**config.mk**
```make
export PLATFORM = sky130hd
export DESIGN_NAME = rtc_three_wire_serial_master_flat
export DESIGN_NICKNAME = d
export VERILOG_FILES = /design/src/rtl/rtcsm_pkg.sv /design/src/rtl/rtcsm_req_if.sv /design/src/rtl/rtcsm_rsp_if.sv /design/src/rtl/rtc_three_wire_serial_master.sv /design/src/rtl/rtcsm_step.sv /design/src/flat_wrapper.sv
export SDC_FILE = /design/constraint.sdc
export NUM_CORES = 1
export LEC_CHECK = 0
export BUFFER_PORTS_ARGS = -buffer_cell sky130_fd_sc_hd__buf_4
export CAP_MARGIN = 0
export CORE_MARGIN = 5
export CORE_UTILIZATION = 30
export CTS_BUF_LIST = sky130_fd_sc_hd__clkbuf_8
export CTS_CLUSTER_DIAMETER = 30
export DETAILED_ROUTE_END_ITERATION = 6
export PLACE_DENSITY = 0.53
export SETUP_SLACK_MARGIN = 0.05
export SLEW_MARGIN = 20
export SYNTH_ARGS = -nofsm -noshare
export SYNTH_HDL_FRONTEND = slang
export SYNTH_HIERARCHICAL = 1
export SYNTH_SLANG_ARGS = --single-unit
```
**constraint.sdc**
```tcl
create_clock -name clk -period 7.8 [get_ports clk]
set_input_delay 0.78 -clock clk [delete_from_list [all_inputs] [get_ports clk]]
set_output_delay 0.78 -clock clk [all_outputs]
set_load 0.01 [all_outputs]
```
**src/rtl/rtcsm_pkg.sv**
```systemverilog
// Package: shared types, codes and BCD helpers for the three-wire RTC master.
package rtcsm_pkg;

	localparam logic [1:0] MODE_TICK  = 2'd0;
	localparam logic [1:0] MODE_WRITE = 2'd1;
	localparam logic [1:0] MODE_READ  = 2'd2;

	localparam logic [7:0] CMD_BASE    = 8'h80;
	localparam int         PhaseW      = 6;
	localparam logic [PhaseW-1:0] DATA_PHASE = 6'd16;
	localparam logic [PhaseW-1:0] LAST_PHASE = 6'd31;
	localparam logic [PhaseW-1:0] END_PHASE  = 6'd32;

	typedef struct packed {
		logic [1:0] mode;
		logic [4:0] register_select;
		logic [7:0] write_data;
		logic       convert_bcd;
		logic       io_in;
	} req_t;

	typedef struct packed {
		logic       chip_enable;
		logic       serial_clock;
		logic       io_out;
		logic       io_drive;
		logic       busy_res;
		logic       request_rejected;
		logic       read_valid;
		logic [7:0] read_raw;
		logic [7:0] read_value;
	} rsp_t;

	// binary to BCD; tens by reciprocal multiply (exact for 0..255)
	function automatic logic [7:0] to_bcd(input logic [7:0] v);
		logic [15:0] p;
		logic [4:0]  tens;
		logic [7:0]  tens10;
		logic [7:0]  units;
		p      = 16'(v) * 16'd205;
		tens   = p[15:11];
		tens10 = 8'({3'b000, tens} * 8'd10);
		units  = v - tens10;
		return {tens[3:0], 4'b0000} + units;
	endfunction

	function automatic logic [7:0] from_bcd(input logic [7:0] v);
		return 8'({4'b0000, v[7:4]} * 8'd10) + {4'b0000, v[3:0]};
	endfunction

endpackage

```
**src/rtl/rtcsm_req_if.sv**
```systemverilog
// Interface: request channel, one tick item per valid/ready handshake.
interface rtcsm_req_if;
	logic       valid;
	logic       ready;
	logic [1:0] mode;
	logic [4:0] register_select;
	logic [7:0] write_data;
	logic       convert_bcd;
	logic       io_in;

	modport source(output valid, mode, register_select, write_data, convert_bcd, io_in,
		input ready);
	modport sink(input valid, mode, register_select, write_data, convert_bcd, io_in,
		output ready);
endinterface

```
**src/rtl/rtcsm_rsp_if.sv**
```systemverilog
// Interface: result channel, pin levels and read data per tick.
interface rtcsm_rsp_if;
	logic       valid;
	logic       ready;
	logic       chip_enable;
	logic       serial_clock;
	logic       io_out;
	logic       io_drive;
	logic       busy_res;
	logic       request_rejected;
	logic       read_valid;
	logic [7:0] read_raw;
	logic [7:0] read_value;

	modport source(output valid, chip_enable, serial_clock, io_out, io_drive, busy_res,
		request_rejected, read_valid, read_raw, read_value, input ready);
	modport sink(input valid, chip_enable, serial_clock, io_out, io_drive, busy_res,
		request_rejected, read_valid, read_raw, read_value, output ready);
endinterface

```
**src/rtl/rtc_three_wire_serial_master.sv**
```systemverilog
// Top level: three-wire RTC serial master with registered request and result.
// Throughput: one tick per cycle unless the result side stalls (rsp.ready low);
// the transfer state advances once per tick.
// A transfer is 33 ticks: 16 command phases, 16 data phases, one ending tick.
// Reset (arst_n low, asynchronous) clears the transfer state and the valid flags
// of both channel registers; the master comes up idle.
module rtc_three_wire_serial_master (
	input  logic        clk,
	input  logic        arst_n,
	rtcsm_req_if.sink   cmd,
	rtcsm_rsp_if.source rsp
);

	logic             valid_s1;
	rtcsm_pkg::req_t  req_s1;
	logic             out_valid_q;
	rtcsm_pkg::rsp_t  out_q;
	rtcsm_pkg::rsp_t  res;
	logic             advance;

	assign advance   = valid_s1 && (!out_valid_q || rsp.ready);
	assign cmd.ready = !valid_s1 || advance;

	always_ff @(posedge clk or negedge arst_n) begin
		if (!arst_n) begin
			valid_s1 <= 1'b0;
		end else if (cmd.ready) begin
			valid_s1 <= cmd.valid;
		end
	end

	always_ff @(posedge clk) begin
		if (cmd.ready && cmd.valid) begin
			req_s1.mode            <= cmd.mode;
			req_s1.register_select <= cmd.register_select;
			req_s1.write_data      <= cmd.write_data;
			req_s1.convert_bcd     <= cmd.convert_bcd;
			req_s1.io_in           <= cmd.io_in;
		end
	end

	rtcsm_step u_step (
		.clk    (clk),
		.arst_n (arst_n),
		.en     (advance),
		.req    (req_s1),
		.rsp    (res)
	);

	always_ff @(posedge clk or negedge arst_n) begin
		if (!arst_n) begin
			out_valid_q <= 1'b0;
		end else if (advance) begin
			out_valid_q <= 1'b1;
		end else if (rsp.ready) begin
			out_valid_q <= 1'b0;
		end
	end

	always_ff @(posedge clk) begin
		if (advance) begin
			out_q <= res;
		end
	end

	assign rsp.valid            = out_valid_q;
	assign rsp.chip_enable      = out_q.chip_enable;
	assign rsp.serial_clock     = out_q.serial_clock;
	assign rsp.io_out           = out_q.io_out;
	assign rsp.io_drive         = out_q.io_drive;
	assign rsp.busy_res         = out_q.busy_res;
	assign rsp.request_rejected = out_q.request_rejected;
	assign rsp.read_valid       = out_q.read_valid;
	assign rsp.read_raw         = out_q.read_raw;
	assign rsp.read_value       = out_q.read_value;

	a_read_ends: assert property (@(posedge clk) disable iff (!arst_n)
		rsp.valid && rsp.read_valid |-> !rsp.busy_res && !rsp.chip_enable)
		else $error("read result while transfer still active");

	a_sclk_ce: assert property (@(posedge clk) disable iff (!arst_n)
		rsp.valid && rsp.serial_clock |-> rsp.chip_enable)
		else $error("SCLK high without chip enable");

	a_idle_pin: assert property (@(posedge clk) disable iff (!arst_n)
		rsp.valid && !rsp.io_drive |-> !rsp.io_out)
		else $error("data level driven while pin released");

	a_adv_out: assert property (@(posedge clk) disable iff (!arst_n)
		advance |=> out_valid_q)
		else $error("processed tick lost its result");

endmodule

```
**src/rtl/rtcsm_step.sv**
```systemverilog
// Transfer state and per-tick sequencing logic of the serial master.
module rtcsm_step (
	input  logic               clk,
	input  logic               arst_n,
	input  logic               en,
	input  rtcsm_pkg::req_t    req,
	output rtcsm_pkg::rsp_t    rsp
);

	logic [rtcsm_pkg::PhaseW-1:0] phase_q;
	logic [7:0] cmd_shift_q;
	logic [7:0] data_shift_q;
	logic       is_read_q;
	logic       active_q;
	logic       conv_q;

	logic                          start;
	logic                          act_e;
	logic                          isr_e;
	logic                          conv_e;
	logic [7:0]                    cmd_e;
	logic [7:0]                    data_e;
	logic [rtcsm_pkg::PhaseW-1:0]  ph_e;
	logic [7:0]                    data_n;
	logic                          act_n;
	logic [rtcsm_pkg::PhaseW-1:0]  ph_n;
	logic [rtcsm_pkg::PhaseW-1:0]  rel;
	logic [2:0]                    bit_i;

	always_comb begin
		start = (req.mode == rtcsm_pkg::MODE_WRITE) || (req.mode == rtcsm_pkg::MODE_READ);
		act_e  = active_q;
		isr_e  = is_read_q;
		conv_e = conv_q;
		cmd_e  = cmd_shift_q;
		data_e = data_shift_q;
		ph_e   = phase_q;
		if (!active_q && start) begin
			act_e  = 1'b1;
			isr_e  = (req.mode == rtcsm_pkg::MODE_READ);
			conv_e = req.convert_bcd;
			cmd_e  = rtcsm_pkg::CMD_BASE | {2'b00, req.register_select, 1'b0}
				| {7'd0, isr_e};
			data_e = isr_e ? 8'd0 :
				(req.convert_bcd ? rtcsm_pkg::to_bcd(req.write_data) : req.write_data);
			ph_e   = '0;
		end

		rsp        = '0;
		rsp.request_rejected = active_q && start;
		data_n     = data_e;
		act_n      = act_e;
		rel        = ph_e - rtcsm_pkg::DATA_PHASE;
		bit_i      = ph_e < rtcsm_pkg::DATA_PHASE ? ph_e[3:1] : rel[3:1];

		if (act_e) begin
			if (ph_e < rtcsm_pkg::DATA_PHASE) begin
				rsp.chip_enable  = 1'b1;
				rsp.io_drive     = 1'b1;
				rsp.io_out       = cmd_e[bit_i];
				rsp.serial_clock = ph_e[0];
			end else if (ph_e < rtcsm_pkg::END_PHASE) begin
				rsp.chip_enable = 1'b1;
				if (!isr_e) begin
					rsp.io_drive     = 1'b1;
					rsp.io_out       = data_e[bit_i];
					rsp.serial_clock = ph_e[0];
				end else if (ph_e[0]) begin
					data_n[bit_i]    = data_e[bit_i] | req.io_in;
					rsp.serial_clock = (ph_e != rtcsm_pkg::LAST_PHASE);
				end
			end else begin
				if (isr_e) begin
					rsp.read_valid = 1'b1;
					rsp.read_raw   = data_e;
					rsp.read_value = conv_e ? rtcsm_pkg::from_bcd(data_e) : data_e;
				end
				act_n = 1'b0;
			end
		end
		ph_n         = act_n ? ph_e + 6'd1 : '0;
		rsp.busy_res = act_n;
	end

	always_ff @(posedge clk or negedge arst_n) begin
		if (!arst_n) begin
			phase_q      <= '0;
			cmd_shift_q  <= '0;
			data_shift_q <= '0;
			is_read_q    <= 1'b0;
			active_q     <= 1'b0;
			conv_q       <= 1'b0;
		end else if (en) begin
			phase_q      <= act_e ? ph_n : phase_q;
			cmd_shift_q  <= cmd_e;
			data_shift_q <= data_n;
			is_read_q    <= isr_e;
			active_q     <= act_n;
			conv_q       <= conv_e;
		end
	end

endmodule

```
**src/flat_wrapper.sv**
```systemverilog
// flat-port wrapper written by rule: the top's interface ports become plain ports
module rtc_three_wire_serial_master_flat 
  (clk, arst_n, cmd_valid, cmd_mode, cmd_register_select, cmd_write_data, cmd_convert_bcd, cmd_io_in, cmd_ready, rsp_valid, rsp_chip_enable, rsp_serial_clock, rsp_io_out, rsp_io_drive, rsp_busy_res, rsp_request_rejected, rsp_read_valid, rsp_read_raw, rsp_read_value, rsp_ready);
  rtcsm_req_if cmd_i ();
  rtcsm_rsp_if rsp_i ();
  input  logic clk;
  input  logic arst_n;
  input wire logic [$bits(cmd_i.valid)-1:0] cmd_valid;
  input wire logic [$bits(cmd_i.mode)-1:0] cmd_mode;
  input wire logic [$bits(cmd_i.register_select)-1:0] cmd_register_select;
  input wire logic [$bits(cmd_i.write_data)-1:0] cmd_write_data;
  input wire logic [$bits(cmd_i.convert_bcd)-1:0] cmd_convert_bcd;
  input wire logic [$bits(cmd_i.io_in)-1:0] cmd_io_in;
  output wire logic [$bits(cmd_i.ready)-1:0] cmd_ready;
  output wire logic [$bits(rsp_i.valid)-1:0] rsp_valid;
  output wire logic [$bits(rsp_i.chip_enable)-1:0] rsp_chip_enable;
  output wire logic [$bits(rsp_i.serial_clock)-1:0] rsp_serial_clock;
  output wire logic [$bits(rsp_i.io_out)-1:0] rsp_io_out;
  output wire logic [$bits(rsp_i.io_drive)-1:0] rsp_io_drive;
  output wire logic [$bits(rsp_i.busy_res)-1:0] rsp_busy_res;
  output wire logic [$bits(rsp_i.request_rejected)-1:0] rsp_request_rejected;
  output wire logic [$bits(rsp_i.read_valid)-1:0] rsp_read_valid;
  output wire logic [$bits(rsp_i.read_raw)-1:0] rsp_read_raw;
  output wire logic [$bits(rsp_i.read_value)-1:0] rsp_read_value;
  input wire logic [$bits(rsp_i.ready)-1:0] rsp_ready;
  assign cmd_i.valid = cmd_valid;
  assign cmd_i.mode = cmd_mode;
  assign cmd_i.register_select = cmd_register_select;
  assign cmd_i.write_data = cmd_write_data;
  assign cmd_i.convert_bcd = cmd_convert_bcd;
  assign cmd_i.io_in = cmd_io_in;
  assign cmd_ready = cmd_i.ready;
  assign rsp_valid = rsp_i.valid;
  assign rsp_chip_enable = rsp_i.chip_enable;
  assign rsp_serial_clock = rsp_i.serial_clock;
  assign rsp_io_out = rsp_i.io_out;
  assign rsp_io_drive = rsp_i.io_drive;
  assign rsp_busy_res = rsp_i.busy_res;
  assign rsp_request_rejected = rsp_i.request_rejected;
  assign rsp_read_valid = rsp_i.read_valid;
  assign rsp_read_raw = rsp_i.read_raw;
  assign rsp_read_value = rsp_i.read_value;
  assign rsp_i.ready = rsp_ready;
  rtc_three_wire_serial_master u_core (.clk(clk), .arst_n(arst_n), .cmd(cmd_i), .rsp(rsp_i));
endmodule
```
; After elaboration in Yosys (flattened, before gate mapping)
; Cells that the tools add are included.
[word_totals]
regBits = 67
latch_bits = 0
ramBits = 0
rom_bits = 0
elab_cells = 90
mem_count = 0
[op_classes]
n_addsub = 5
mul = 3
div_mod_pow = 0
magnitude_cmp = 4
n_eq_ne = 3
n_shift = 0
muxes = 34
n_bitwise = 4
n_reduce_logical = 15
[op_table]
columns = cell, n
row1 = 2-to-1 mux 8 bit, 10
row2 = 2-to-1 mux 17 bit, 1
row3 = multiplier 8 x 8 -> 16 bit (second input constant), 1
row4 = 2-to-1 mux 1 bit, 13
row5 = 2-to-1 mux 6 bit, 2
row6 = adder 8 x 4 -> 8 bit, 1
row7 = adder 8 bit, 1
row8 = bitwise mux 8 bit, 1
row9 = 2-to-1 mux 4 bit, 2
row10 = OR 8 x 1 -> 8 bit, 1
row11 = subtractor 8 bit, 1
row12 = multiplier 4 x 3 -> 7 bit (second input constant), 1
row13 = multiplier 5 x 3 -> 7 bit (second input constant), 1
row14 = adder 6 x 1 -> 6 bit (second input constant), 1
row15 = binary-select mux 1 bit (select 3 bit), 2
row16 = less-than comparator 6 x 5 -> 1 bit (second input constant), 1
row17 = less-than comparator 6 bit (second input constant), 1
row18 = != test 6 x 5 -> 1 bit (second input constant), 1
row19 = logical AND 1 bit, 5
row20 = less-than comparator 3 x 4 -> 1 bit (second input constant), 1
row21 = OR reduction 4 bit, 1
row22 = subtractor 4 x 1 -> 4 bit (second input constant), 1
row23 = demux 1 bit (select 3 bit), 1
row24 = >= comparator 3 x 1 -> 1 bit (second input constant), 1
row25 = other kinds (11), 16

; Depth between registers and ports, before layout
[depth]
depth_word = 16
ltp_mapped = 36

; By module
; Netlist, hierarchy kept.
[modules_own_cells]
columns = mod, n_inst, cells_per_inst, area_each_um2, seq_area_each_um2
row1 = rtcsm_step, 1, 402, 3602.2, 625.6
row2 = rtc_three_wire_serial_master, 1, 48, 1305.0, 1251.2

; Worst setup path after synthesis
; Ideal clock, no wire load.
[synth_path]
path_type = reg-to-reg
startpoint = reg u_core/req_s1[3] (netlist bit)
endpoint = reg u_core.out_q, in the netlist u_core/rsp.read_value[6] (data pin)
arrival_ns = 8.031
required_ns = 7.533
path_slack_ns = -0.498
stages_incl_launch_ff = 36
path_buffers = 0
synth_period_minus_slack_ns = 8.298
path_cell_list = edfxtp_1 ha_1 xor2_1 ha_1 fa_1 inv_1 fa_1 inv_1 ha_1 nand3_1 nor2_1 a221o_1 o21a_2 nor2_1 xor2_1 o22ai_1 xnor2_1 fa_1 xnor2_1 fa_1 ha_1 a21oi_1 o21ai_0 xnor2_1 nand2b_1 mux2i_1 o41a_1 inv_2 ha_1 ha_1 inv_1 fa_1 nor3b_1 xnor2_1 xnor2_1 o31ai_1
[synth_between]
elab_chain_len = 10
[synth_rtl]
columns = element, line_no
row1 = start: declaration, rtc_three_wire_serial_master.sv:15  ; rtcsm_pkg::req_t req_s1;
row2 = multiplier 8 x 8 -> 16 bit, rtcsm_pkg.sv:40  ; p = 16'(v) * 16'd205;
row3 = multiplier 5 x 3 -> 7 bit, rtcsm_pkg.sv:42  ; tens10 = 8'({3'b000, tens} * 8'd10);
row4 = subtractor 8 bit, rtcsm_pkg.sv:43  ; units = v - tens10;
row5 = adder 8 bit, rtcsm_pkg.sv:44  ; return {tens[3:0], 4'b0000} + units;
row6 = 2-to-1 mux 8 bit *, rtcsm_step.sv:45  ; (req.convert_bcd ? rtcsm_pkg::to_bcd(req.write_data) : req.write_data);
row7 = 2-to-1 mux 8 bit *, rtcsm_step.sv:44  ; data_e = isr_e ? 8'd0 :
row8 = 2-to-1 mux 8 bit *, rtcsm_step.sv:38  ; if (!active_q && start) begin
row9 = multiplier 4 x 3 -> 7 bit, rtcsm_pkg.sv:48  ; return 8'({4'b0000, v[7:4]} * 8'd10) + {4'b0000, v[3:0]};
row10 = adder 8 x 4 -> 8 bit, rtcsm_pkg.sv:48
row11 = 2-to-1 mux 8 bit *, rtcsm_step.sv:76  ; rsp.read_value = conv_e ? rtcsm_pkg::from_bcd(data_e) : data_e;
row12 = end signal: assignment, rtc_three_wire_serial_master.sv:62  ; out_q <= res;
row13 = end: declaration, rtc_three_wire_serial_master.sv:17  ; rtcsm_pkg::rsp_t out_q;
; Every way passes the cells marked *; elsewhere a longest branch is shown, timed or not.
; A chain may end at the register's enable or synchronous reset.

; Final worst setup path
[layout_path]
startpoint = reg u_core/req_s1[3] (netlist bit)
endpoint = reg u_core.out_q, in the netlist u_core/rsp.read_value[5] (data pin)
; Same word-level chain as after synthesis.

==> results.md <==
- Initial antenna violation count: 0
- Net Switching: 1.33 mW
- Max-cap violations: 0
- DIE HEIGHT: 138 µm
- Ys async rst share: 0.403
- CP Data Arrival Time: 8300 ps
- Total wire length: 10.7 mm
- RD Place Congestion: 0.840
- Peak VDD IR: 0.350 mV
- GRT Util Overall: 0.120
- Detail Route Antenna Nets: 0
- Switching Fraction: 0.403
- Share of cells above drive strength 1: 0.355
- Die ar.: 19,000 µm²
- Nets: 648
- Mapped Nets: 553
- Final HPWL DP: 8.27 mm
- Leakage: 2.82 nW
- Placed cell count: 738
- Clock share of power: 0.083
- Synthesized area: 4910 µm²
- Largest net degree at the start of global routing: 47
- Via density: 4.63
- Buffers on Ports: 45
- GR Overflow Total: 0
- Total number of vias: 3,549
- Synth Flop Type: edfxtp_1
- Worst setup startpoint: u_core/req_s1[3]
- Max Root-Sink Buffers: 2
- Clock latency at the later pin of the worst-skew pair: 350 ps
- Fin worst setup slack: -417 ps
- CTS sink cnt: 67
- Iteration-0 DRC Markers: 117
- Root buf cell: clkbuf_8
- Status: finished with violations
- Max FO, Critical Path: 4
- Total CTS buffers: 9
- Final hold viol count: 0
- Startpoint types: register
- Comb power frac: 0.754
- Worst path required time: 7880 ps
- Number of synthesized flops with an enable pin: 40
- Worst slew margin: 0.367
- Die width: 138 µm
- WP depth: 36
- Setup crit end kind: register
- Number of hold buffers added after cts: 0
- Synthesis-stage register bit count: 67
- Routed wire per std cell: 13.9 µm
- Sequential Power Share: 0.164
- CP delay by family, top: adder cells
- Avg Cell Area, Syn: 10.9 µm²
- CTS tree: built
- Commonest non-fill, non-tap cell in the layout: buf_4
- FP Rows: 46
- Sequential area share after synthesis: 0.382
- Cell variety after synth: 55
- IO Count: 46
- Pwr dens: 512 nW/µm²
- Reg2reg start: u_core/req_s1[3]
- Max Clk Rate: 0.122 GHz
- DRC Markers: 0
- Most frequent cells in the layout: buf_4 (94), ha_1 (49), edfxtp_1 (40)
- Setup violators final: 3
- Slew of the pin with the lowest slew margin: 950 ps
- Fin Hold WS: 338 ps
- Layout Skew: 10.5 ps
- Clk slew on worst S/H paths: 80 ps
- Yosys warnings: 6
- Pins Over Slew Limit: 0
- Vias in the first global route: 3,727
- Fill cell count: 1,547
- Critical path's largest stage delay: 540 ps
- Placeable Area: 15,900 µm²
- N_diodes: 0
- Failing checks: setup timing
- Starting Density: 0.308
- H-tree Lvls: 3
- Drt pass-1 iters: 4
- Internal power component: 1.96 mW
- Bufs and invs on worst path: 6
- Min-Delay Path Class: in -> async
- Synth Instances: 450
- CP Class: reg -> reg
- Cell mode on critical path: ha_4
- First-pass GRT wire length: 18.1 mm
- FF-to-FF path depth: 36
- Area grow syn2layout: 31.0%
- Layout Cells excl Fill: 766
- Min cycle time layout: 8220 ps
- CP max-delay cell: fa_1
- Tcrit/Tclk final: 1.05
- Setup repair after global routing missed its margin: yes
## synth_stat cells, types with 2 or more instances
cell type  number  area (µm²)
ha_1           66         826
edfxtp_1       40        1200
inv_1          40         150
nor2_1         30         113
dfrtp_1        27         676
a21oi_1        26         130
nand2_1        24        90.1
fa_1           16         320
mux2i_1        16         160
o21ai_0        15        75.1
clkbuf_1       14        52.6
mux2_2         13         146
xnor2_1        13         114
xor2_1         12         105
nand2b_1        9        56.3
nor2b_1         9        56.3
and2_1          8        50.1
a21o_1          6        45.0
nand3_1         6        30.0
mux4_2          4        90.1
nor3_1          4        20.0
a211oi_1        3        22.5
a31oi_1         3        18.8
buf_4           3        22.5
nand4_1         3        18.8
o221ai_1        3        26.3
o31ai_1         3        22.5
or2_2           3        18.8
or3_1           3        18.8
a21oi_2         2        17.5
o41a_1          2        22.5
## kinds of logic after synthesis
group / Yosys count / share of synthesized area
AOI/OAI and AO/OA: 75 / 0.0977
xor gates and xnor gates: 25 / 0.0446
DFF: 67 / 0.382
muxes: 33 / 0.0808
adders and majority gates: 82 / 0.234
and+or+nand+nor: 109 / 0.113
buffers and inverters: 59 / 0.0474
## stage by stage
step / power (mW) / utilization / instance area (µm²) / setup slack, ps / setup TNS (ps)
floorplan: 1.89 / - / 4970 / -303 / -698
global placement: 2.42 / 0.367 / 5840 / -409 / -1260
detailed placement: 2.49 / 0.367 / 5840 / -595 / -1950
CTS: 3.00 / 0.393 / 6260 / -291 / -811
global route: 3.62 / 0.403 / 6430 / -767 / -2420
finish: 3.29 / 0.403 / 6430 / -417 / -1180
## power by group through the flow
stage	combinational (mW)	sequential [mW]	clock [mW]
global placement	1.88	0.544	0
detailed placement	1.94	0.545	0
finish	2.48	0.539	0.272
global route	2.77	0.554	0.299
CTS	2.17	0.539	0.284
floorplan	1.37	0.514	0
## worst paths after layout
path | to | slack [ps]
setup / recovery | u_core/rsp.read_value[5] | -420
hold / removal | u_core/u_step/data_shift_q[3] | 340
setup reg to reg | u_core/rsp.read_value[5] | -420
hold reg to reg | u_core/u_step/cmd_shift_q[5] | 480
max in group asynchronous | u_core/u_step/cmd_shift_q[2] | 7190
min in group clk | u_core/u_step/cmd_shift_q[5] | 480
## registers in the layout, summed over array words and instances, names as in the netlist
| name | count |
|---|---|
| u_core/req_s1 | 17 |
| u_core/rsp.busy_res | 1 |
| u_core/rsp.chip_enable | 1 |
| u_core/rsp.io_drive | 1 |
| u_core/rsp.io_out | 1 |
| u_core/rsp.read_raw | 8 |
| u_core/rsp.read_valid | 1 |
| u_core/rsp.read_value | 8 |
| u_core/rsp.request_rejected | 1 |
| u_core/rsp.serial_clock | 1 |
| u_core/rsp.valid | 1 |
| u_core/u_step/active_q | 1 |
| u_core/u_step/cmd_shift_q | 8 |
| u_core/u_step/conv_q | 1 |
| u_core/u_step/data_shift_q | 8 |
| u_core/u_step/is_read_q | 1 |
| u_core/u_step/phase_q | 6 |
| u_core/valid_s1 | 1 |
## metal layers
metal | part of all wire | track usage | vias to the layer above
met4 | 0.0078 | 0.0252 | 0
met2 | 0.50 | 0.203 | 62
met5 | 0 | 0 | -
met3 | 0.044 | 0.0290 | 8
met1 | 0.45 | 0.155 | 1712
li1 | - | - | 1767
## cell type report
| type | count | area (µm²) | share of cell area |
|---|---|---|---|
| clock buffer | 9 | 124 | 0.0193 |
| clock inverter | 7 | 61.3 | 0.00954 |
| inverter | 41 | 156 | 0.0243 |
| multi-input combinational | 324 | 3140 | 0.489 |
| sequential | 67 | 1880 | 0.292 |
| tap | 216 | 270 | 0.0420 |
| timing repair buffer | 102 | 796 | 0.124 |
## what timing repair did
action,CTS,global route
endpoints found under the setup margin,5,5
gates cloned,0,0
resized for setup,29,29
buffers inserted,8,5
pin swaps,20,16
(Power assumes the default switching activity.)
